==> config.mk <==
export PLATFORM = sky130hd
export DESIGN_NAME = dual_servo_pwm_with_run_timer_core
export DESIGN_NICKNAME = d
export VERILOG_FILES = /design/src/hw/rtl/dspwm_pkg.sv /design/src/hw/rtl/dspwm_cfg_regs.sv /design/src/hw/rtl/dspwm_in_reg.sv /design/src/hw/rtl/dspwm_engine.sv /design/src/hw/rtl/dual_servo_pwm_with_run_timer_core.sv
export SDC_FILE = /design/constraint.sdc
export NUM_CORES = 1
export LEC_CHECK = 0
export ABC_AREA = 1
export BUFFER_PORTS_ARGS = -buffer_cell sky130_fd_sc_hd__buf_2
export CAP_MARGIN = 10
export CORE_MARGIN = 2
export CORE_UTILIZATION = 45
export CTS_CLUSTER_DIAMETER = 80
export DETAILED_ROUTE_END_ITERATION = 10
export HOLD_SLACK_MARGIN = 0.02
export PLACE_DENSITY_LB_ADDON = 0.2
export RECOVER_POWER = 25
export SYNTH_ARGS = -nofsm -noshare
export SYNTH_HDL_FRONTEND = slang
export SYNTH_SLANG_ARGS = --single-unit
==> constraint.sdc <==
create_clock -name clk -period 1.6 [get_ports clk]
set_clock_uncertainty 0.15 [all_clocks]
set_input_delay 0.16 -clock clk [delete_from_list [all_inputs] [get_ports clk]]
set_output_delay 0.16 -clock clk [all_outputs]
set_load 0.02 [all_outputs]
==> src/hw/rtl/dspwm_pkg.sv <==
// ----------------------------------------------------------------------------
// dspwm_pkg
// Types and constants shared by the dual servo pulse generator.
// ----------------------------------------------------------------------------
package dspwm_pkg;

  // Configuration register indexes
  localparam int unsigned CFG_IDX_W = 2;
  localparam logic [CFG_IDX_W-1:0] REG_SHORT_PULSE  = 2'd0;
  localparam logic [CFG_IDX_W-1:0] REG_LONG_PULSE   = 2'd1;
  localparam logic [CFG_IDX_W-1:0] REG_PULSE_PERIOD = 2'd2;
  localparam logic [CFG_IDX_W-1:0] REG_PRESCALE     = 2'd3;

  // Configuration reset values
  localparam logic [7:0] SHORT_PULSE_RST  = 8'h01;
  localparam logic [7:0] LONG_PULSE_RST   = 8'h08;
  localparam logic [7:0] PULSE_PERIOD_RST = 8'h70;
  localparam logic [7:0] PRESCALE_RST     = 8'd50;

  // Item kinds carried on tuser
  localparam logic OP_TICK    = 1'b0;
  localparam logic OP_COMMAND = 1'b1;

  // Command codes
  localparam logic [7:0] CMD_FORWARD  = 8'h01;
  localparam logic [7:0] CMD_BACKWARD = 8'h02;
  localparam logic [7:0] CMD_LEFT     = 8'h03;
  localparam logic [7:0] CMD_RIGHT    = 8'h04;
  localparam logic [7:0] CMD_STOP     = 8'h05;
  localparam logic [7:0] CMD_RUN_TIME = 8'h07;

  localparam int unsigned OUT_DATA_W = 8;

  typedef struct packed {
    logic [15:0] run_time;
    logic [7:0]  command_code;
    logic        opcode;
  } item_t;

  typedef struct packed {
    logic [7:0] short_pulse_len;
    logic [7:0] long_pulse_len;
    logic [7:0] pulse_period;
    logic [7:0] prescale_limit;
  } cfg_t;

endpackage

==> src/hw/rtl/dspwm_cfg_regs.sv <==
// ----------------------------------------------------------------------------
// dspwm_cfg_regs
// Configuration register file: pulse lengths, period and prescaler limit.
// ----------------------------------------------------------------------------
module dspwm_cfg_regs (
  input  logic                            clk,
  input  logic                            rst_n,
  input  logic                            cfg_we,
  input  logic [dspwm_pkg::CFG_IDX_W-1:0] cfg_index,
  input  logic [7:0]                      cfg_wdata,
  output dspwm_pkg::cfg_t                 cfg
);

  dspwm_pkg::cfg_t cfg_r;
  dspwm_pkg::cfg_t cfg_nxt;

  always_comb begin
    cfg_nxt = cfg_r;
    if (cfg_we) begin
      case (cfg_index)
        dspwm_pkg::REG_SHORT_PULSE:  cfg_nxt.short_pulse_len = cfg_wdata;
        dspwm_pkg::REG_LONG_PULSE:   cfg_nxt.long_pulse_len  = cfg_wdata;
        dspwm_pkg::REG_PULSE_PERIOD: cfg_nxt.pulse_period    = cfg_wdata;
        dspwm_pkg::REG_PRESCALE:     cfg_nxt.prescale_limit  = cfg_wdata;
        default: cfg_nxt = cfg_r;
      endcase
    end
  end

  always_ff @(posedge clk) begin
    if (!rst_n) begin
      cfg_r.short_pulse_len <= dspwm_pkg::SHORT_PULSE_RST;
      cfg_r.long_pulse_len  <= dspwm_pkg::LONG_PULSE_RST;
      cfg_r.pulse_period    <= dspwm_pkg::PULSE_PERIOD_RST;
      cfg_r.prescale_limit  <= dspwm_pkg::PRESCALE_RST;
    end else begin
      cfg_r <= cfg_nxt;
    end
  end

  assign cfg = cfg_r;

endmodule

==> src/hw/rtl/dspwm_in_reg.sv <==
// ----------------------------------------------------------------------------
// dspwm_in_reg
// Input register stage: captures one item and holds it until the engine
// takes it.
// ----------------------------------------------------------------------------
module dspwm_in_reg (
  input  logic                clk,
  input  logic                rst_n,
  input  logic                in_tvalid,
  output logic                in_tready,
  input  logic [23:0]         in_tdata,
  input  logic                in_tuser,
  input  logic                take,
  output logic                item_valid,
  output dspwm_pkg::item_t    item
);

  logic             valid_r;
  logic             valid_nxt;
  dspwm_pkg::item_t item_r;
  logic             load;

  assign in_tready = !valid_r || take;
  assign load      = in_tvalid && in_tready;

  always_comb begin
    valid_nxt = valid_r;
    if (load) begin
      valid_nxt = 1'b1;
    end else if (take) begin
      valid_nxt = 1'b0;
    end
  end

  always_ff @(posedge clk) begin
    if (!rst_n) begin
      valid_r <= 1'b0;
    end else begin
      valid_r <= valid_nxt;
    end
  end

  always_ff @(posedge clk) begin
    if (load) begin
      item_r.opcode       <= in_tuser;
      item_r.command_code <= in_tdata[7:0];
      item_r.run_time     <= in_tdata[23:8];
    end
  end

  assign item_valid = valid_r;
  assign item       = item_r;

endmodule

==> src/hw/rtl/dspwm_engine.sv <==
// ----------------------------------------------------------------------------
// dspwm_engine
// Servo drive state, pulse compare, phase and run-time counters, and the
// result register.
// ----------------------------------------------------------------------------
module dspwm_engine (
  input  logic                                clk,
  input  logic                                rst_n,
  input  dspwm_pkg::cfg_t                     cfg,
  input  logic                                item_valid,
  input  dspwm_pkg::item_t                    item,
  output logic                                take,
  output logic                                out_tvalid,
  input  logic                                out_tready,
  output logic [dspwm_pkg::OUT_DATA_W-1:0]    out_tdata
);

  logic        enabled_r,   enabled_nxt;
  logic        left_dir_r,  left_dir_nxt;
  logic        right_dir_r, right_dir_nxt;
  logic        timer_run_r, timer_run_nxt;
  logic [7:0]  left_phase_r,  left_phase_nxt;
  logic [7:0]  right_phase_r, right_phase_nxt;
  logic [7:0]  prescale_r,  prescale_nxt;
  logic [15:0] remain_r,    remain_nxt;
  logic        left_pin_r,  left_pin_nxt;
  logic        right_pin_r, right_pin_nxt;
  logic        out_valid_r, out_valid_nxt;
  logic [7:0]  left_thr;
  logic [7:0]  right_thr;
  logic [7:0]  left_inc;
  logic [7:0]  right_inc;

  assign take = item_valid && (!out_valid_r || out_tready);

  // Right side is mirrored: short pulse when its direction bit is clear
  assign left_thr  = left_dir_r  ? cfg.short_pulse_len : cfg.long_pulse_len;
  assign right_thr = right_dir_r ? cfg.long_pulse_len  : cfg.short_pulse_len;
  assign left_inc  = left_phase_r + 8'd1;
  assign right_inc = right_phase_r + 8'd1;

  always_comb begin
    enabled_nxt     = enabled_r;
    left_dir_nxt    = left_dir_r;
    right_dir_nxt   = right_dir_r;
    timer_run_nxt   = timer_run_r;
    left_phase_nxt  = left_phase_r;
    right_phase_nxt = right_phase_r;
    prescale_nxt    = prescale_r;
    remain_nxt      = remain_r;
    left_pin_nxt    = left_pin_r;
    right_pin_nxt   = right_pin_r;
    if (take) begin
      if (item.opcode == dspwm_pkg::OP_TICK) begin
        if (enabled_r) begin
          left_pin_nxt    = left_phase_r < left_thr;
          right_pin_nxt   = right_phase_r < right_thr;
          left_phase_nxt  = (left_inc == cfg.pulse_period) ? 8'd0 : left_inc;
          right_phase_nxt = (right_inc == cfg.pulse_period) ? 8'd0 : right_inc;
        end else begin
          left_pin_nxt  = 1'b0;
          right_pin_nxt = 1'b0;
        end
        if (prescale_r < cfg.prescale_limit) begin
          prescale_nxt = prescale_r + 8'd1;
        end else begin
          prescale_nxt = 8'd0;
          if (timer_run_r) begin
            if (remain_r != 16'd0) begin
              remain_nxt = remain_r - 16'd1;
            end else begin
              // Run time expired: stop the drive and drop both pins
              timer_run_nxt = 1'b0;
              enabled_nxt   = 1'b0;
              left_pin_nxt  = 1'b0;
              right_pin_nxt = 1'b0;
            end
          end
        end
      end else begin
        case (item.command_code)
          dspwm_pkg::CMD_FORWARD: begin
            enabled_nxt = 1'b1; left_dir_nxt = 1'b1; right_dir_nxt = 1'b1;
            timer_run_nxt = 1'b0;
          end
          dspwm_pkg::CMD_BACKWARD: begin
            enabled_nxt = 1'b1; left_dir_nxt = 1'b0; right_dir_nxt = 1'b0;
            timer_run_nxt = 1'b0;
          end
          dspwm_pkg::CMD_LEFT: begin
            enabled_nxt = 1'b1; left_dir_nxt = 1'b1; right_dir_nxt = 1'b0;
            timer_run_nxt = 1'b0;
          end
          dspwm_pkg::CMD_RIGHT: begin
            enabled_nxt = 1'b1; left_dir_nxt = 1'b0; right_dir_nxt = 1'b1;
            timer_run_nxt = 1'b0;
          end
          dspwm_pkg::CMD_STOP: begin
            enabled_nxt   = 1'b0;
            timer_run_nxt = 1'b0;
          end
          dspwm_pkg::CMD_RUN_TIME: begin
            remain_nxt    = item.run_time;
            timer_run_nxt = 1'b1;
          end
          default: begin
            enabled_nxt = enabled_r;
          end
        endcase
      end
    end
  end

  always_comb begin
    out_valid_nxt = out_valid_r;
    if (take) begin
      out_valid_nxt = 1'b1;
    end else if (out_tready) begin
      out_valid_nxt = 1'b0;
    end
  end

  always_ff @(posedge clk) begin
    if (!rst_n) begin
      enabled_r     <= 1'b0;
      left_dir_r    <= 1'b0;
      right_dir_r   <= 1'b0;
      timer_run_r   <= 1'b0;
      left_phase_r  <= 8'd0;
      right_phase_r <= 8'd0;
      prescale_r    <= 8'd0;
      remain_r      <= 16'd0;
      left_pin_r    <= 1'b1;
      right_pin_r   <= 1'b1;
      out_valid_r   <= 1'b0;
    end else begin
      enabled_r     <= enabled_nxt;
      left_dir_r    <= left_dir_nxt;
      right_dir_r   <= right_dir_nxt;
      timer_run_r   <= timer_run_nxt;
      left_phase_r  <= left_phase_nxt;
      right_phase_r <= right_phase_nxt;
      prescale_r    <= prescale_nxt;
      remain_r      <= remain_nxt;
      left_pin_r    <= left_pin_nxt;
      right_pin_r   <= right_pin_nxt;
      out_valid_r   <= out_valid_nxt;
    end
  end

  assign out_tvalid = out_valid_r;
  // Result flags follow the state registers, which change only when an item is taken
  assign out_tdata  = {4'b0000, timer_run_r, enabled_r, right_pin_r, left_pin_r};

endmodule

==> src/hw/rtl/dual_servo_pwm_with_run_timer_core.sv <==
// ----------------------------------------------------------------------------
// dual_servo_pwm_with_run_timer_core
// Each accepted item passes through the input register, then the result register.
// Throughput: one item per cycle while out_tready keeps up, set by the single
// state-update pass between the two registers. Reset (rst_n low, synchronous)
// clears drive and timer state, loads default pulse settings and sets both pins high.
// ----------------------------------------------------------------------------
module dual_servo_pwm_with_run_timer_core (
  input  logic                            clk,
  input  logic                            rst_n,
  input  logic                            in_tvalid,
  output logic                            in_tready,
  input  logic [23:0]                     in_tdata,   // command_code[7:0], run_time[23:8]
  input  logic                            in_tuser,   // opcode[0]
  output logic                            out_tvalid,
  input  logic                            out_tready,
  output logic [7:0]                      out_tdata,  // left_drive[0], right_drive[1],
                                                      // drive_enabled[2], timer_active[3]
  input  logic                            cfg_we,
  input  logic [dspwm_pkg::CFG_IDX_W-1:0] cfg_index,
  input  logic [7:0]                      cfg_wdata
);

  dspwm_pkg::cfg_t  cfg;
  dspwm_pkg::item_t item;
  logic             item_valid;
  logic             take;

  dspwm_cfg_regs u_cfg (
    .clk       (clk),
    .rst_n     (rst_n),
    .cfg_we    (cfg_we),
    .cfg_index (cfg_index),
    .cfg_wdata (cfg_wdata),
    .cfg       (cfg)
  );

  dspwm_in_reg u_in (
    .clk        (clk),
    .rst_n      (rst_n),
    .in_tvalid  (in_tvalid),
    .in_tready  (in_tready),
    .in_tdata   (in_tdata),
    .in_tuser   (in_tuser),
    .take       (take),
    .item_valid (item_valid),
    .item       (item)
  );

  dspwm_engine u_engine (
    .clk        (clk),
    .rst_n      (rst_n),
    .cfg        (cfg),
    .item_valid (item_valid),
    .item       (item),
    .take       (take),
    .out_tvalid (out_tvalid),
    .out_tready (out_tready),
    .out_tdata  (out_tdata)
  );

  // A held item with a stalled result must back-pressure the input
  a_backpressure: assert property (@(posedge clk) disable iff (!rst_n)
    (item_valid && out_tvalid && !out_tready) |-> !in_tready)
    else $error("input accepted while both stages are full");

  // Every item taken by the engine shows up as a result next cycle
  a_result_follows: assert property (@(posedge clk) disable iff (!rst_n)
    take |=> out_tvalid)
    else $error("taken item produced no result");

  // Accepted input lands in the input register
  a_input_lands: assert property (@(posedge clk) disable iff (!rst_n)
    (in_tvalid && in_tready) |=> item_valid)
    else $error("accepted item lost at input stage");

  a_reset_idle: assert property (@(posedge clk)
    !rst_n |=> (!out_tvalid && !item_valid))
    else $error("pipeline not empty after reset");

endmodule
; ---- Word level (Yosys, flattened, before mapping)
; Cells that the tools add are included.
; Widths: inputs -> output; s select.
[totals]
wordCells = 108
in_bits = 40
out_inout_bits = 10
register_bits = 105
[op_classes]
mux = 34
bitwise_logic = 1
n_reduce_logical = 31
order_cmp = 3
addsub = 4
eq_ne = 16
[op_table]
columns = op, n
row1 = $mux 16, 5
row2 = $mux 8, 5
row3 = $add 8x1->8 const B, 3
row4 = $eq 8x3->1 const B, 3
row5 = $lt 8x8->1, 3
row6 = $mux 1, 20
row7 = $eq 8x2->1 const B, 2
row8 = $eq 8x8->1, 2
row9 = $reduce_bool 16->1, 1
row10 = $sub 16x1->16 const B, 1
row11 = $reduce_and 3->1, 4
row12 = $reduce_bool 2->1, 6
row13 = $reduce_and 2->1, 5
row14 = $reduce_and 5->1, 2
row15 = $eq 8x1->1 const B, 1
row16 = $pmux 1 s2, 4
row17 = $reduce_or 2->1, 4
row18 = $ne 3x2->1 const B, 2
row19 = $reduce_or 5->1, 1
row20 = $eq 2x2->1 const B, 2
row21 = $ne 2x2->1 const B, 2
row22 = $reduce_or 4->1, 1
row23 = $eq 2x1->1 const B, 1
row24 = $logic_and 1x1->1, 2
row25 = 5 further kinds, 7

; ---- Logic depth before layout (Yosys ltp)
[depth]
word_depth = 6
ltp_mapped = 13
depth_no_buf = 13

; ---- By module
; From an unflattened synthesis, not the netlist that was laid out.
[unflattened]
cells_unflattened = 862
hier_area_um2 = 6187.2
[modules_own_cells]
columns = mod, instances, area_per_inst_um2, seq_area_each_um2, cells_per_inst
row1 = dspwm_engine, 1, 3871.2, 940.9, 635
row2 = dspwm_cfg_regs, 1, 1514.0, 640.6, 195
row3 = dspwm_in_reg, 1, 802.0, 770.7, 32

; ---- Worst setup path after synthesis
; No wires, ideal clock.
[synth_timing]
kind = register -> register
start = reg u_engine.out_valid_r, in the netlist u_engine.out_tvalid
end = reg u_in.item_r, in the netlist u_in.item[0], enable pin
path_stages_with_launch = 4
arrival_ns = 1.251
required_time_ns = 1.070
path_buffers = 0
slack_ns = -0.180
cell_sequence = dfxtp_1 nand3_1 nand2_1 inv_1
[synth_via]
elab_chain_len = 5
[synth_rtl]
columns = item, line_no
row1 = from (decl), dspwm_engine.sv:28  ; logic out_valid_r, out_valid_nxt;
row2 = from (signal assigned), dspwm_engine.sv:147  ; out_valid_r <= out_valid_nxt;
row3 = $logic_not 1->1, dspwm_engine.sv:34  ; assign take = item_valid && (!out_valid_r || out_tready);
row4 = $logic_or 1x1->1, dspwm_engine.sv:34
row5 = $logic_and 1x1->1, dspwm_engine.sv:34
row6 = $logic_or 1x1->1, dspwm_in_reg.sv:23  ; assign in_tready = !valid_r || take;
row7 = net in_tready, dual_servo_pwm_with_run_timer_core.sv:12  ; output logic in_tready,
row8 = $logic_and 1x1->1, dspwm_in_reg.sv:24  ; assign load = in_tvalid && in_tready;
row9 = net u_in.load, dspwm_in_reg.sv:21  ; logic load;
row10 = to (decl), dspwm_in_reg.sv:20  ; dspwm_pkg::item_t item_r;
; The timed path passes the listed nets, and every way through them passes these cells.
; A chain may end at the register's enable or synchronous reset.

; ---- Worst setup path in the final report
[layout_timing]
start = reg u_cfg.cfg_r, in the netlist u_cfg.cfg[1]
end = reg u_engine.remain_r[0]
[layout_via]
elab_chain_len = 3
[layout_rtl]
columns = item, line_no
row1 = from (decl), dspwm_cfg_regs.sv:14  ; dspwm_pkg::cfg_t cfg_r;
row2 = from (signal assigned), dspwm_cfg_regs.sv:37  ; cfg_r <= cfg_nxt;
row3 = $lt 8x8->1, dspwm_engine.sv:64  ; if (prescale_r < cfg.prescale_limit) begin
row4 = $ne 2x2->1 (no source line), --
row5 = $reduce_and 5->1 (no source line), --
row6 = to (signal assigned), dspwm_engine.sv:144  ; remain_r <= remain_nxt;
row7 = to (decl), dspwm_engine.sv:25  ; logic [15:0] remain_r, remain_nxt;
; Every way passes these cells.

==> impl_metrics.tcl <==
set metrics [dict create \
    global_route_wire_length_before_repair_um 26830 \
    synth_seq_area_share_pct 40.46 \
    syn_avg_cell_area_um2 7.214 \
    via_count_of_the_first_global_routing_pass 5776 \
    post_synth_fa_ha_maj_area_fraction_pct 5.595 \
    core_area_mm2 0.01262 \
    max_freq_ghz 0.5378 \
    rows 41 \
    layout_commonest_cell "nand2_1" \
    power_frac_clock_pct 43.2 \
    crit_path_start_kind "flop" \
    utilization_pct 67.17 \
    yosysUniqueCellTypes 42 \
    drc 0 \
    hold_path_startpoint "out_tready" \
    synth.yosys.warnings 0 \
    internal-power_mw 4.616 \
    start_util_pct 46.07 \
    power.leakage_nw 3.869 \
    regArea_mm2 0.002397 \
    vdd_drop_max_v 0.0009058 \
    timing_hold_violations_final 0 \
    dp.final_hpwl_um 11230 \
    power.share.switching_pct 24.38 \
    chipWidth_um 117.7 \
    worstSetupStartpoint "u_cfg.cfg[1]" \
    cts_tree "built" \
    pwr-share-comb_pct 10.3 \
    min_period_ps 1859 \
    wl_met2_um 8967 \
    finalSetupViolations 44 \
    multi_input_area_mm2 0.003563 \
    seqPwrFrac_pct 46.4 \
    synthDominantAreaCellType "dfxtp_1" \
    critical_path.slowest_cell "dfxtp_2" \
    gp_weighted_congestion 0.8968 \
    rrSetupSlack_ps -260 \
    diodes 0 \
    first_iter_violations 448 \
    port_buffers 45 \
    highest-signal-layer "met4" \
    grt_overflow_total 0 \
    netlist.area_leader.share_pct 27.54 \
    m1WireLength_um 7027 \
    cts_inserted_buffers 9 \
    synth_area_leaders "dfxtp_1 (28%), edfxtp_1 (13%), nand2_1 (13%)" \
    syn_std_cell_area_mm2 0.005814 \
    clk_path_buf_depth 2 \
    drt_wl_total_um 17320 \
    grt_setup_unrepaired "true" \
    max_cap_viol_count 0 \
    status "finished with violations" \
    cts_root_buf "clkbuf_16" \
    num-nets-final 1059 \
    wire_per_inst_um 14.81 \
    timing.rr.start "u_cfg.cfg[1]" \
    holdCritPathClass "input port to flop" \
    areaGrowthSynthToFinish_pct 45.79 \
    critical-path-top-cell-by-count "nand2_1" \
    clock_latency_ps 360 \
    tritoncts_num_sinks 105 \
    post_synth_and_or_nand_nor_area_fraction_pct 29.46 \
    first_pass_iteration_count_of_the_detailed_router 7 \
    cts.reportedPaths.clkPinSlew_ps 70 \
    criticalPathCategory "flop to flop" \
    detail_route.vias_per_cell 5.166 \
    top_library_cells_by_usage_in_the_layout_fill_and_taps_aside "nand2_1 (165), buf_4 (108), nor2_1 (71)" \
    top_level_ports 50 \
    worst_path_largest_cell_delay_ps 330 \
    synth_top_family_by_area "simple AND/OR/NAND/NOR gates" \
    postLayoutSetupSlackWorst_ps -259.4 \
    xor_xnor_share_of_the_synthesized_area_pct 2.410 \
    grt_antenna_before_repair 0 \
    slew_violations 0 \
    number_of_antenna_violating_nets_in_the_routed_design 0 \
    synth_cells 806 \
    maximum_number_of_pins_on_one_net_before_global_route_repair 44 \
    power.switching_mw 1.488 \
    number_of_register_bits_inferred_by_synthesis 105 \
    hold_ws_ps 44.31 \
    critical_path.cell_chain "inv_2, ha_4, o21ai_2, nand2_1, nand3_1, nand2_1, nand2_2, nand3_4, nand2_8, buf_12, o21bai_1, nor2_1" \
    routed-via-count 6044 \
    min_period_over_period_pct 116.2 \
    worst_setup_end_kind "flop" \
    htree_levels 3 \
    route.met3.wl_um 883 \
    final.fill_count 1015 \
    yosys-mux-area-fraction_pct 0.3443 \
    failing_checks "negative setup slack" \
    timing.critical_path.required_ps 1700 \
    cp_max_fo 5 \
    die-area_mm2 0.01385 \
    power-per-cell-area_mw_per_mm2 720.1 \
    grtUsageTotal_pct 23.94 \
    die_y_um 117.7 \
    worstPathArrival_ps 1960 \
    share_of_cells_above_drive_strength_1_pct 36.17 \
    synth_compound_gate_area_share_pct 13.15 \
]
[sequential cells by signal, indices dropped and copies added, names as in the netlist]
| signal | flops |
|---|---|
| u_engine.right_dir_r | 1 |
| u_engine.prescale_r | 8 |
| u_engine.enabled_r | 1 |
| u_engine.left_pin_r | 1 |
| u_in.item | 25 |
| u_engine.out_tvalid | 1 |
| u_engine.left_dir_r | 1 |
| u_engine.left_phase_r | 8 |
| u_engine.right_pin_r | 1 |
| u_cfg.cfg | 32 |
| u_engine.remain_r | 16 |
| u_in.item_valid | 1 |
| u_engine.right_phase_r | 8 |
| u_engine.timer_run_r | 1 |
[synth_stat cells (all sizes together)]
cell and number:
o21ai 72, o21bai 4, nand4 7, a21oi 54
o211ai 5, a31oi 1, nor3 7, nand2 204
nor2 111, mux2i 2, o21a 1, a21o 2
clkinv 5, buf 20, nand3 61, or2 4
ha 26, inv 81, xor2 12, conb 1
xnor2 4, o31ai 1, a21boi 2, dfxtp 80
clkbuf 9, nand3b 5, edfxtp 25
[routing by layer]
metal  GRT usage (%)  up-vias
met5               0        -
met4           7.605        0
li1                -     2997
met1           28.51     2820
met3           5.572       38
met2           42.51      189
[per-stage QoR]
stage	instances	setup TNS, ps	setup WS [ps]	area, um2	power (mW)
finish	1170	-6682	-259.4	8477	6.104
global route	1170	-10880	-349.1	8477	6.339
CTS	1160	-3838	-186.7	7979	6.060
detailed placement	1099	-6562	-236.1	6954	3.367
global placement	1099	-4581	-184.5	6954	3.350
floorplan	809	-807.3	-73.28	5901	3.184
[repair_timing]
item / CTS / global route
setup endpoints to repair: 45 / 74
gates resized for setup: 81 / 111
endpoints found under the hold margin: 57 / 0
cloned: 0 / 3
setup buffers: 11 / 8
pin swaps: 35 / 47
hold buffers: 36 / 0
[area by class of cell]
type | count | area share (%)
multi-input cells | 589 | 42.04
flip-flops and latches | 105 | 28.28
repair buffers | 202 | 18.89
inverters | 86 | 4.133
clock buffers | 9 | 2.657
well taps | 172 | 2.539
clock inverters | 7 | 1.461
[power by group through the flow]
| stage | combinational (mW) | sequential (mW) | clock, mW |
|---|---|---|---|
| 2_1_floorplan | 0.291 | 2.89 | 0 |
| 3_5_place_dp | 0.465 | 2.90 | 0 |
| 6_report | 0.632 | 2.83 | 2.64 |
| 4_1_cts | 0.564 | 2.84 | 2.66 |
| 5_1_grt | 0.690 | 2.84 | 2.81 |
| 3_3_place_gp | 0.450 | 2.90 | 0 |
[critical path: cells and delay by family (launching register included)]
kind / cells / cell delay [ps]
fa+ha+maj: 1 / 250
flops: 1 / 330
compound gates: 2 / 160
simple gates: 7 / 640
buf+inv: 2 / 210
[cell families (layout without fill, tap and decap cells)]
logic type / after synthesis / in the layout
AOI/OAI and AO/OA: 142 / 142
xor gates and xnor gates: 16 / 16
adders and majority gates: 26 / 26
buffers and inverters: 115 / 304
DFF: 105 / 105
muxes: 2 / 2
other: 1 / 4
and+or+nand+nor: 399 / 399
[final timing paths]
kind / end / cells past startpoint
max reg2reg: u_engine.remain_r[0] / 12
min: u_engine.out_tvalid / 5
min reg2reg: u_cfg.cfg[17] / 2
max: u_engine.remain_r[0] / 12
(Power assumes the default switching activity.)
